**src/prbe_pkg.sv**
```systemverilog
// ----------------------------------------------------------------------------
// prbe_pkg
// shared types and constants for the path rtt and bandwidth estimator
// ----------------------------------------------------------------------------
package prbe_pkg;

	localparam int RTT_W      = 31;
	localparam int BYTES_W    = 32;
	localparam int IVAL_W     = 32;
	localparam int RATE_W     = 52;
	localparam int US_W       = 20;
	localparam logic [US_W-1:0] US_PER_SEC = 20'd1000000;

	// operation decided by the front end
	typedef enum logic [1:0] {
		OP_RTT  = 2'd0,
		OP_BW   = 2'd1,
		OP_SKIP = 2'd2
	} op_t;

	typedef struct packed {
		op_t                op;
		logic [RTT_W-1:0]   rtt_sample;
		logic [BYTES_W-1:0] bytes;
		logic [IVAL_W-1:0]  interval;
	} cmd_t;

endpackage

```
**src/prbe_front.sv**
```systemverilog
// ----------------------------------------------------------------------------
// prbe_front
// accepts input words, classifies them and holds them in a two-entry queue
// ----------------------------------------------------------------------------
module prbe_front (
	input  logic                          clk,
	input  logic                          arst_n,
	input  logic                          in_valid,
	output logic                          in_ready,
	input  logic                          kind,
	input  logic [prbe_pkg::RTT_W-1:0]    sample_rtt,
	input  logic [prbe_pkg::BYTES_W-1:0]  delivered_bytes,
	input  logic [prbe_pkg::IVAL_W-1:0]   delivery_interval,
	output logic                          cmd_valid,
	input  logic                          cmd_ready,
	output prbe_pkg::cmd_t                cmd
);

	prbe_pkg::cmd_t entries_q [2];
	prbe_pkg::cmd_t new_cmd;
	logic           wr_ptr_q;
	logic           rd_ptr_q;
	logic [1:0]     count_q;
	logic           push;
	logic           pop;

	// zero interval never touches state, so it skips the back end's work
	always_comb begin
		new_cmd.rtt_sample = sample_rtt;
		new_cmd.bytes      = delivered_bytes;
		new_cmd.interval   = delivery_interval;
		if (!kind) begin
			new_cmd.op = prbe_pkg::OP_RTT;
		end else if (delivery_interval == '0) begin
			new_cmd.op = prbe_pkg::OP_SKIP;
		end else begin
			new_cmd.op = prbe_pkg::OP_BW;
		end
	end

	assign in_ready  = (count_q != 2'd2);
	assign cmd_valid = (count_q != 2'd0);
	assign cmd       = entries_q[rd_ptr_q];
	assign push      = in_valid && in_ready;
	assign pop       = cmd_valid && cmd_ready;

	always_ff @(posedge clk) begin
		if (push) begin
			entries_q[wr_ptr_q] <= new_cmd;
		end
	end

	always_ff @(posedge clk or negedge arst_n) begin
		if (!arst_n) begin
			wr_ptr_q <= 1'b0;
			rd_ptr_q <= 1'b0;
			count_q  <= 2'd0;
		end else begin
			if (push) begin
				wr_ptr_q <= ~wr_ptr_q;
			end
			if (pop) begin
				rd_ptr_q <= ~rd_ptr_q;
			end
			if (push && !pop) begin
				count_q <= count_q + 2'd1;
			end else if (pop && !push) begin
				count_q <= count_q - 2'd1;
			end
		end
	end

endmodule

```
**src/prbe_div.sv**
```systemverilog
// ----------------------------------------------------------------------------
// prbe_div
// restoring divider, one quotient bit per cycle
// ----------------------------------------------------------------------------
module prbe_div (
	input  logic                          clk,
	input  logic                          arst_n,
	input  logic                          start,
	input  logic [prbe_pkg::RATE_W-1:0]   dividend,
	input  logic [prbe_pkg::IVAL_W-1:0]   divisor,
	output logic                          done,
	output logic [prbe_pkg::RATE_W-1:0]   quotient
);

	localparam int CNT_W = $clog2(prbe_pkg::RATE_W);
	localparam logic [CNT_W-1:0] LAST_STEP = CNT_W'(prbe_pkg::RATE_W - 1);

	logic                          busy_q;
	logic                          done_q;
	logic [CNT_W-1:0]              cnt_q;
	logic [prbe_pkg::IVAL_W:0]     rem_q;
	logic [prbe_pkg::RATE_W-1:0]   quo_q;
	logic [prbe_pkg::IVAL_W-1:0]   div_q;
	logic [prbe_pkg::IVAL_W:0]     trial;
	logic [prbe_pkg::IVAL_W:0]     div_ext;
	logic                          fits;

	// remainder stays below the divisor, so the shifted trial fits one bit wider
	assign trial   = {rem_q[prbe_pkg::IVAL_W-1:0], quo_q[prbe_pkg::RATE_W-1]};
	assign div_ext = {1'b0, div_q};
	assign fits    = (trial >= div_ext);

	assign done     = done_q;
	assign quotient = quo_q;

	always_ff @(posedge clk) begin
		if (start) begin
			quo_q <= dividend;
			div_q <= divisor;
			rem_q <= '0;
		end else if (busy_q) begin
			rem_q <= fits ? (trial - div_ext) : trial;
			quo_q <= {quo_q[prbe_pkg::RATE_W-2:0], fits};
		end
	end

	always_ff @(posedge clk or negedge arst_n) begin
		if (!arst_n) begin
			busy_q <= 1'b0;
			done_q <= 1'b0;
			cnt_q  <= '0;
		end else begin
			done_q <= 1'b0;
			if (start) begin
				busy_q <= 1'b1;
				cnt_q  <= LAST_STEP;
			end else if (busy_q) begin
				if (cnt_q == '0) begin
					busy_q <= 1'b0;
					done_q <= 1'b1;
				end else begin
					cnt_q <= cnt_q - CNT_W'(1);
				end
			end
		end
	end

endmodule

```
**src/prbe_back.sv**
```systemverilog
// ----------------------------------------------------------------------------
// prbe_back
// carries out rtt and delivery updates and holds the result word
// ----------------------------------------------------------------------------
module prbe_back (
	input  logic                          clk,
	input  logic                          arst_n,
	input  logic                          cmd_valid,
	output logic                          cmd_ready,
	input  prbe_pkg::cmd_t                cmd,
	output logic                          out_valid,
	input  logic                          out_ready,
	output logic [prbe_pkg::RTT_W-1:0]    smoothed_rtt,
	output logic [prbe_pkg::RTT_W-1:0]    rtt_deviation,
	output logic [prbe_pkg::RTT_W-1:0]    minimum_rtt,
	output logic [prbe_pkg::RATE_W-1:0]   bandwidth_estimate
);

	localparam int RW = prbe_pkg::RTT_W;
	localparam int BW = prbe_pkg::RATE_W;

	typedef enum logic [2:0] {
		ST_IDLE,
		ST_RTT_DEV,
		ST_RTT_UPD,
		ST_MUL,
		ST_DIV,
		ST_BW,
		ST_PUSH
	} state_t;

	state_t                  state_q;
	prbe_pkg::cmd_t          cmd_q;
	logic [RW-1:0]           srtt_q;
	logic [RW-1:0]           rttvar_q;
	logic [RW-1:0]           rtt_min_q;
	logic [BW-1:0]           bw_q;
	logic [RW-1:0]           dev_q;
	logic [BW-1:0]           prod_q;
	logic                    div_start_q;
	logic                    div_done;
	logic [BW-1:0]           rate;
	logic                    out_valid_q;
	logic [RW-1:0]           out_srtt_q;
	logic [RW-1:0]           out_var_q;
	logic [RW-1:0]           out_min_q;
	logic [BW-1:0]           out_bw_q;
	logic [RW:0]             var_sum;
	logic [RW:0]             srtt_sum;
	logic [BW+3:0]           bw_sum;
	logic                    out_free;

	prbe_div u_div (
		.clk      (clk),
		.arst_n   (arst_n),
		.start    (div_start_q),
		.dividend (prod_q),
		.divisor  (cmd_q.interval),
		.done     (div_done),
		.quotient (rate)
	);

	// each gain term truncated on its own
	assign var_sum  = {1'b0, rttvar_q} - {3'b0, rttvar_q[RW-1:2]} + {3'b0, dev_q[RW-1:2]};
	assign srtt_sum = {1'b0, srtt_q} - {4'b0, srtt_q[RW-1:3]}
		+ {4'b0, cmd_q.rtt_sample[RW-1:3]};
	// old*7 + new, the eighth taken by dropping three bits
	assign bw_sum   = {1'b0, bw_q, 3'b0} - {4'b0, bw_q} + {4'b0, rate};

	assign cmd_ready          = (state_q == ST_IDLE);
	assign out_free           = !out_valid_q || out_ready;
	assign out_valid          = out_valid_q;
	assign smoothed_rtt       = out_srtt_q;
	assign rtt_deviation      = out_var_q;
	assign minimum_rtt        = out_min_q;
	assign bandwidth_estimate = out_bw_q;

	always_ff @(posedge clk or negedge arst_n) begin
		if (!arst_n) begin
			state_q     <= ST_IDLE;
			cmd_q       <= '0;
			srtt_q      <= '0;
			rttvar_q    <= '0;
			rtt_min_q   <= '0;
			bw_q        <= '0;
			dev_q       <= '0;
			prod_q      <= '0;
			div_start_q <= 1'b0;
			out_valid_q <= 1'b0;
			out_srtt_q  <= '0;
			out_var_q   <= '0;
			out_min_q   <= '0;
			out_bw_q    <= '0;
		end else begin
			div_start_q <= 1'b0;
			if (out_valid_q && out_ready) begin
				out_valid_q <= 1'b0;
			end
			case (state_q)
				ST_IDLE: begin
					if (cmd_valid) begin
						cmd_q <= cmd;
						case (cmd.op)
							prbe_pkg::OP_RTT: state_q <= ST_RTT_DEV;
							prbe_pkg::OP_BW:  state_q <= ST_MUL;
							default:          state_q <= ST_PUSH;
						endcase
					end
				end
				ST_RTT_DEV: begin
					dev_q <= (cmd_q.rtt_sample >= srtt_q) ? (cmd_q.rtt_sample - srtt_q)
						: (srtt_q - cmd_q.rtt_sample);
					state_q <= ST_RTT_UPD;
				end
				ST_RTT_UPD: begin
					if (srtt_q == '0) begin
						srtt_q   <= cmd_q.rtt_sample;
						rttvar_q <= {1'b0, cmd_q.rtt_sample[RW-1:1]};
					end else begin
						srtt_q   <= srtt_sum[RW-1:0];
						rttvar_q <= var_sum[RW-1:0];
					end
					if (rtt_min_q == '0 || cmd_q.rtt_sample < rtt_min_q) begin
						rtt_min_q <= cmd_q.rtt_sample;
					end
					state_q <= ST_PUSH;
				end
				ST_MUL: begin
					prod_q      <= BW'(cmd_q.bytes) * BW'(prbe_pkg::US_PER_SEC);
					div_start_q <= 1'b1;
					state_q     <= ST_DIV;
				end
				ST_DIV: begin
					if (div_done) begin
						state_q <= ST_BW;
					end
				end
				ST_BW: begin
					if (bw_q == '0) begin
						bw_q <= rate;
					end else begin
						bw_q <= bw_sum[BW+2:3];
					end
					state_q <= ST_PUSH;
				end
				ST_PUSH: begin
					if (out_free) begin
						out_valid_q <= 1'b1;
						out_srtt_q  <= srtt_q;
						out_var_q   <= rttvar_q;
						out_min_q   <= rtt_min_q;
						out_bw_q    <= bw_q;
						state_q     <= ST_IDLE;
					end
				end
				default: begin
					state_q <= ST_IDLE;
				end
			endcase
		end
	end

endmodule

```
**src/path_rtt_bandwidth_estimator.sv**
```systemverilog
// ----------------------------------------------------------------------------
// path_rtt_bandwidth_estimator
// per-path smoothed rtt, rtt variance, minimum rtt and delivery rate
// ----------------------------------------------------------------------------
// usage
//   input channel (in_valid / in_ready) carries one sample word: kind 0 is an
//   rtt sample, kind 1 a delivery sample (bytes over an interval)
//   output channel (out_valid / out_ready) returns one word per input word
//   with all four estimates after that word's update
//   a delivery word with a nonzero interval goes through the 52-step
//   bit-serial divider that forms bytes*1000000/interval, an rtt word or
//   a zero-interval word does not
//   the back end takes one word at a time; a two-word queue in the front
//   end keeps in_ready high until it holds two words
//   reset (arst_n low) clears every estimate to zero and empties the queue
//   when out_ready stays low, the result word holds in the output register,
//   the back end then waits with its next result and the queue fills up
//   before in_ready drops
// ----------------------------------------------------------------------------
module path_rtt_bandwidth_estimator (
	input  logic                          clk,
	input  logic                          arst_n,
	input  logic                          in_valid,
	output logic                          in_ready,
	input  logic                          kind,
	input  logic [prbe_pkg::RTT_W-1:0]    sample_rtt,
	input  logic [prbe_pkg::BYTES_W-1:0]  delivered_bytes,
	input  logic [prbe_pkg::IVAL_W-1:0]   delivery_interval,
	output logic                          out_valid,
	input  logic                          out_ready,
	output logic [prbe_pkg::RTT_W-1:0]    smoothed_rtt,
	output logic [prbe_pkg::RTT_W-1:0]    rtt_deviation,
	output logic [prbe_pkg::RTT_W-1:0]    minimum_rtt,
	output logic [prbe_pkg::RATE_W-1:0]   bandwidth_estimate
);

	// classified word between front and back
	prbe_pkg::cmd_t cmd;
	logic           cmd_valid;
	logic           cmd_ready;

	// front: accept and classify, queue up to two words
	prbe_front u_front (
		.clk               (clk),
		.arst_n            (arst_n),
		.in_valid          (in_valid),
		.in_ready          (in_ready),
		.kind              (kind),
		.sample_rtt        (sample_rtt),
		.delivered_bytes   (delivered_bytes),
		.delivery_interval (delivery_interval),
		.cmd_valid         (cmd_valid),
		.cmd_ready         (cmd_ready),
		.cmd               (cmd)
	);

	// back: estimator state, divider and output register
	prbe_back u_back (
		.clk                (clk),
		.arst_n             (arst_n),
		.cmd_valid          (cmd_valid),
		.cmd_ready          (cmd_ready),
		.cmd                (cmd),
		.out_valid          (out_valid),
		.out_ready          (out_ready),
		.smoothed_rtt       (smoothed_rtt),
		.rtt_deviation      (rtt_deviation),
		.minimum_rtt        (minimum_rtt),
		.bandwidth_estimate (bandwidth_estimate)
	);

endmodule
```
**config.mk**
```make
export PLATFORM = sky130hd
export DESIGN_NAME = path_rtt_bandwidth_estimator
export DESIGN_NICKNAME = d
export VERILOG_FILES = /design/src/prbe_pkg.sv /design/src/prbe_front.sv /design/src/prbe_div.sv /design/src/prbe_back.sv /design/src/path_rtt_bandwidth_estimator.sv
export SDC_FILE = /design/constraint.sdc
export NUM_CORES = 2
export LEC_CHECK = 0
export BUFFER_PORTS_ARGS = -buffer_cell sky130_fd_sc_hd__buf_2
export CELL_PAD_IN_SITES_DETAIL_PLACEMENT = 1
export CELL_PAD_IN_SITES_GLOBAL_PLACEMENT = 2
export CORE_MARGIN = 5
export CORE_UTILIZATION = 41
export DETAILED_ROUTE_END_ITERATION = 10
export PLACE_DENSITY_LB_ADDON = 0.1
export SYNTH_ARGS = -nofsm -noshare
export SYNTH_HDL_FRONTEND = slang
export SYNTH_SLANG_ARGS = --single-unit
```
**constraint.sdc**
```tcl
create_clock -name clk -period 8.1 [get_ports clk]
set_input_delay 0.405 -clock clk [delete_from_list [all_inputs] [get_ports clk]]
set_output_delay 0.405 -clock clk [all_outputs]
set_load 0.05 [all_outputs]
```
After elaboration in Yosys (flattened, before gate mapping)
Memory sizes are Yosys's and may differ from the RTL's.
Cells that the tools add are included.
W data, S select, Z words.

cells by class
  $add $sub $neg = 12
  multiply operators = 1
  $lt $le $gt $ge = 3
  eq/ne operators = 12
  muxes and demuxes = 31
  bitwise operators = 2
  reduce and logical (&&, ||, !) cells = 26

operator list
  kind                      number
  $mux W52                  3
  $mux W31                  3
  $logic_not A31 Y1         2
  $sub A31 B31 Y31          2
  $add A55 B52 Y55          1
  $sub A55 B52 Y55          1
  $logic_not A52 Y1         1
  $mul A32 B14 Y46 const B  1
  $ge A33 B32 Y1            1
  $logic_not A32 Y1         1
  $mux W32                  1
  $sub A32 B32 Y32          1
  $add A31 B28 Y31          1
  $add A31 B29 Y31          1
  $ge A31 B31 Y1            1
  $lt A31 B31 Y1            1
  $sub A31 B28 Y31          1
  $sub A31 B29 Y31          1
  $mux W6                   3
  $pmux W3 S6               1
  $mux W1                   12
  $eq A3 B3 Y1 const B      3
  $mux W3                   3
  $mux W2                   4
  20 further kinds          37

word-level totals
  register bits = 595
  memory bits (writable) = 194
  input bits = 100
  word-level logic and storage cells = 114
  memories kept = 1

memories
  name               words  bits a word  read ports  clocked after Yosys merged registers in  write ports  line              source
  u_front.entries_q  2      97           1           0                                        1            prbe_front.sv:19  prbe_pkg::cmd_t entries_q [2];

Depth between registers and ports, before layout
  depth after elaboration = 6
  mapped depth = 22
  gate-level depth less buffers = 21

Modules after synthesis
From an unflattened synthesis, not the netlist that was laid out.

second synthesis, totals
  cells, all modules = 5072
  area total of the unflattened synthesis = 52400.3 um^2

modules (own cells, without submodules)
  module      instances  cells each  area each (um^2)  sequential area each (um^2)
  prbe_back   1          4103        38175.4           11636.2
  prbe_front  1          333         7345.8            5925.7
  prbe_div    1          636         6879.1            3363.2

Least setup slack after synthesis
Ideal clock, no wire load.

  path type = register to register
  start point = register u_back.cmd_q[34] in the netlist's numbering
  end point = register u_back.prod_q[48]
  library setup time = 0.136 ns
  arrival = 5.883 ns
  path slack = 2.082 ns
  stages on the path, launching flop included = 22
  buffers on the path = 0
  clock period less this slack = 6.018 ns
  path through = dfrtp_1 -> inv_1 -> fa_1 -> inv_1 -> fa_1 -> fa_1 -> fa_1 -> ha_1 -> inv_1 -> fa_1 -> inv_1 -> ha_1 -> a211oi_1 -> o21ai_0 -> a211oi_1 -> a21oi_1 -> a2111oi_0 -> o41a_1 -> o31ai_1 -> a21oi_1 -> xor2_1 -> o21ai_0

on the way
  word-level cells in the longest chain between the ends = 1

RTL lines
  what                    line              source
  from (decl)             prbe_back.sv:33   prbe_pkg::cmd_t cmd_q;
  from (signal assigned)  prbe_back.sv:102  cmd_q <= cmd;
  $mul A32 B14 Y46        prbe_back.sv:129  prod_q <= BW'(cmd_q.bytes) * BW'(prbe_pkg::US_PER_SEC);
  to (signal assigned)    prbe_back.sv:129
  to (decl)               prbe_back.sv:39   logic [BW-1:0] prod_q;

Every way passes these cells.
A chain may end at the register's enable or synchronous reset.

Worst setup path in the final report
  start point = register u_back.cmd_q[33] in the netlist's numbering
  end point = register u_back.prod_q[48]

The elaborated chain is that of the path after synthesis.

==> metrics.txt <==
worst path required time ~8.6 ns; post-cts resize count 0; cell area after synthesis 0.05147 mm^2; Max Clk Rate about 140 MHz; EDFF count, synth 278; Setup Fix Bufs, Post-CTS 0; Hold Vio Cnt, Final 0; RSZ-0062 raised after global routing no; Net Count, Synth 5777; ys async rst share about three fifths; reg2reg path depth 21; Die Height between 300 and 400 um; slowest CP cell a2111oi_0; largest net degree at the start of global routing between 100 and 150; Top FF cell, synth dfrtp_1; Starting Density 41.10%; row cnt 130; max-slew violations 0; hpwl dp 113.2 mm; Die X 364.3 um; H-tree levels 3; most frequent CP cell fa_1; final cycle utilization of the critical path 86.44%; CTS tree yes; worst-path fanout max 7; synthesized instance count between 5000 and 6000; overall routing resource usage roughly 22%; crit path kind register to register; crit path DAT between 7 and 8 ns; Vias/cell 5.291; CP Launch Type register; initial antenna violation count 18; worst hold path depth 3; core outline area 0.1252 mm^2; Seq/Total Area, Yosys 40.65%; Critical Path End Type register; final setup violation count 0; DRC Markers 0; largest area contributor in the netlist dfrtp_1; Root Driver clkbuf_16; total CTS buffers 94; Fillers 13790; Max Cap Viol 0; io pins 247; Clock Latency Late Sink 0.74 ns; I/O Buffers 246; Synth area leaders dfrtp_1, edfxtp_1, ha_1; WL final 148.1 mm; die area 0.1327 mm^2; outcome complete, no violations; worst reg-to-reg setup slack 1.10 ns; Pre-antenna DRT Iters 7; Max Clock Skew 0.05011 ns; WL/cell 20.96 um; Reg2Reg Capture Point u_back.prod_q[48]; crit path time final 7.002 ns; layout cells sized above 1 11.92%; Iteration-0 DRC Markers 1900; mean cell area of the mapped netlist 10.22 um^2; Worst Setup SP u_back.cmd_q[33]; routed vias 37380; gpl congestion 0.8562; ANT nets after route 0; Slew headroom around 18%; clock sink total about 790; most frequent cell after synthesis inv_1; Worst-path clk slew approximately 0.060 ns; Synth warnings 0; Crit path largest cell delay 1.00 ns; utilization after layout 46.88%; worst hold path class input pin to register; r2r startpoint u_back.cmd_q[33]; Area Growth Syn to Fin 14.07%; Final TNS setup 0 ns; top post-synthesis cells by count inv_1, dfrtp_1, ha_1; end of the critical path u_back.prod_q[48]; Synth Register Bits just under 800; first-pass GRT wire length approximately 230 mm; vias in the first global route 39540; worst hold start in_valid; Cell Chain, Critical Path inv_1, fa_1, inv_1, fa_1, fa_1, fa_1, ha_1, inv_1, fa_1, inv_1, ha_1, a211oi_1, o21ai_0, a211oi_1, a21oi_1, a2111oi_0, o41a_1, o31ai_1, a21oi_1, xor2_1, o21ai_0; post-synth top area share 23.19%; worst slew pin tran ~1.2 ns; unique cell type count in the Yosys netlist 92; total grt overflow 0; Clock Path Buffers 3; # nets final 6060
==> state kept, by name, summed over array words and instances, names as in the netlist, 2 cells and up <==
| name | count |
|---|---|
| u_back.bandwidth_estimate | 52 |
| u_back.bw_q | 52 |
| u_back.cmd_q | 95 |
| u_back.dev_q | 29 |
| u_back.minimum_rtt | 31 |
| u_back.prod_q | 46 |
| u_back.rtt_deviation | 31 |
| u_back.rtt_min_q | 31 |
| u_back.rttvar_q | 31 |
| u_back.smoothed_rtt | 31 |
| u_back.srtt_q | 31 |
| u_back.state_q | 3 |
| u_back.u_div.cnt_q | 6 |
| u_back.u_div.div_q | 32 |
| u_back.u_div.quotient | 52 |
| u_back.u_div.rem_q | 32 |
| u_front.count_q | 2 |
| u_front.entries_q | 194 |
==> worst min path at each step <==
stage	end
6_report	u_front.wr_ptr_q
5_1_grt	u_front.wr_ptr_q
4_1_cts	u_front.wr_ptr_q
3_5_place_dp	u_back.bandwidth_estimate[41]
3_3_place_gp	u_back.bandwidth_estimate[45]
2_1_floorplan	u_back.bandwidth_estimate[0]
==> critical path: cells and delay by family (launching register included) <==
family	cells	cell delay [ns]
flip-flops	1	0.55
AO/OA/AOI/OAI	9	2.66
adder cells (fa/ha/maj)	7	3.17
buffers and inverters	4	0.29
XOR/XNOR	1	0.14
==> placed cells by master, fill, tap and decap left out, types with 38 or more instances in the layout <==
master | synthesis | layout
a211oi_1 | 94 | 94
a21o_1 | 155 | 155
a21oi_1 | 392 | 392
buf_2 | 9 | 245
clkbuf_16 | 0 | 94
dfrtp_1 | 477 | 474
dlygate4sd3_1 | 0 | 97
edfxtp_1 | 278 | 278
fa_1 | 242 | 242
ha_1 | 397 | 397
inv_1 | 731 | 731
mux2_2 | 152 | 152
mux2i_1 | 171 | 171
nand2_1 | 296 | 295
nand3_1 | 42 | 42
nand4_1 | 57 | 57
nor2_1 | 295 | 290
nor2b_1 | 45 | 45
nor3_1 | 49 | 49
nor4_1 | 41 | 38
o21ai_0 | 279 | 279
xnor2_1 | 112 | 112
xor2_1 | 80 | 80
==> cell type report <==
| cell class | count | area, um^2 | area share [%] |
|---|---|---|---|
| multi-input combinational | 3327 | 27110 | 46.17 |
| sequential | 787 | 20930 | 35.65 |
| inverter | 733 | 2756 | 4.695 |
| clock buffer | 133 | 2659 | 4.528 |
| timing repair buffer | 378 | 2512 | 4.279 |
| tap | 1650 | 2064 | 3.516 |
| clock inverter | 45 | 649.4 | 1.106 |
| antenna | 12 | 30.03 | 0.05115 |
==> cells by family (layout without fill, tap and decap cells) <==
group / after synthesis / count (layout) / synth area share [%]
xor gates and xnor gates: 192 / 192 / 3.267
AOI/OAI and AO/OA: 1201 / 1201 / 14.66
buffers and inverters: 924 / 1289 / 6.843
DFF: 787 / 787 / 40.65
muxes: 323 / 323 / 6.651
adders and majority gates: 639 / 639 / 19.06
and+or+nand+nor: 972 / 972 / 8.866
other: 0 / 12 / 0
==> layer usage <==
metal,global-route usage [%],vias to the layer above,wire [um]
met3,3.641,141,6285
met1,33.01,18700,72990
met4,4.194,14,2544
met2,35.38,529,66180
met5,0,-,99
li1,-,18000,-
==> per-stage QoR <==
step	setup WS, ns	std cells	hold WS (ns)	instance area [um^2]
floorplan	2.082	5038	0.1094	51470
global placement	1.288	6778	0.4285	54400
detailed placement	1.186	6778	0.4279	54400
CTS	1.141	7053	0.01833	58680
global route	0.6971	7055	0.05637	58690
finish	1.098	7065	0.07355	58710
==> repair_timing <==
| item | 4_1_cts | 5_1_grt |
|---|---|---|
| hold buffers | 97 | 0 |
| endpoints found under the setup margin | 0 | 0 |
| endpoints found under the hold margin | 256 | 0 |
Power is not shown: default switching activity piles up to over one toggle a cycle in this logic, so the estimate is an artifact.
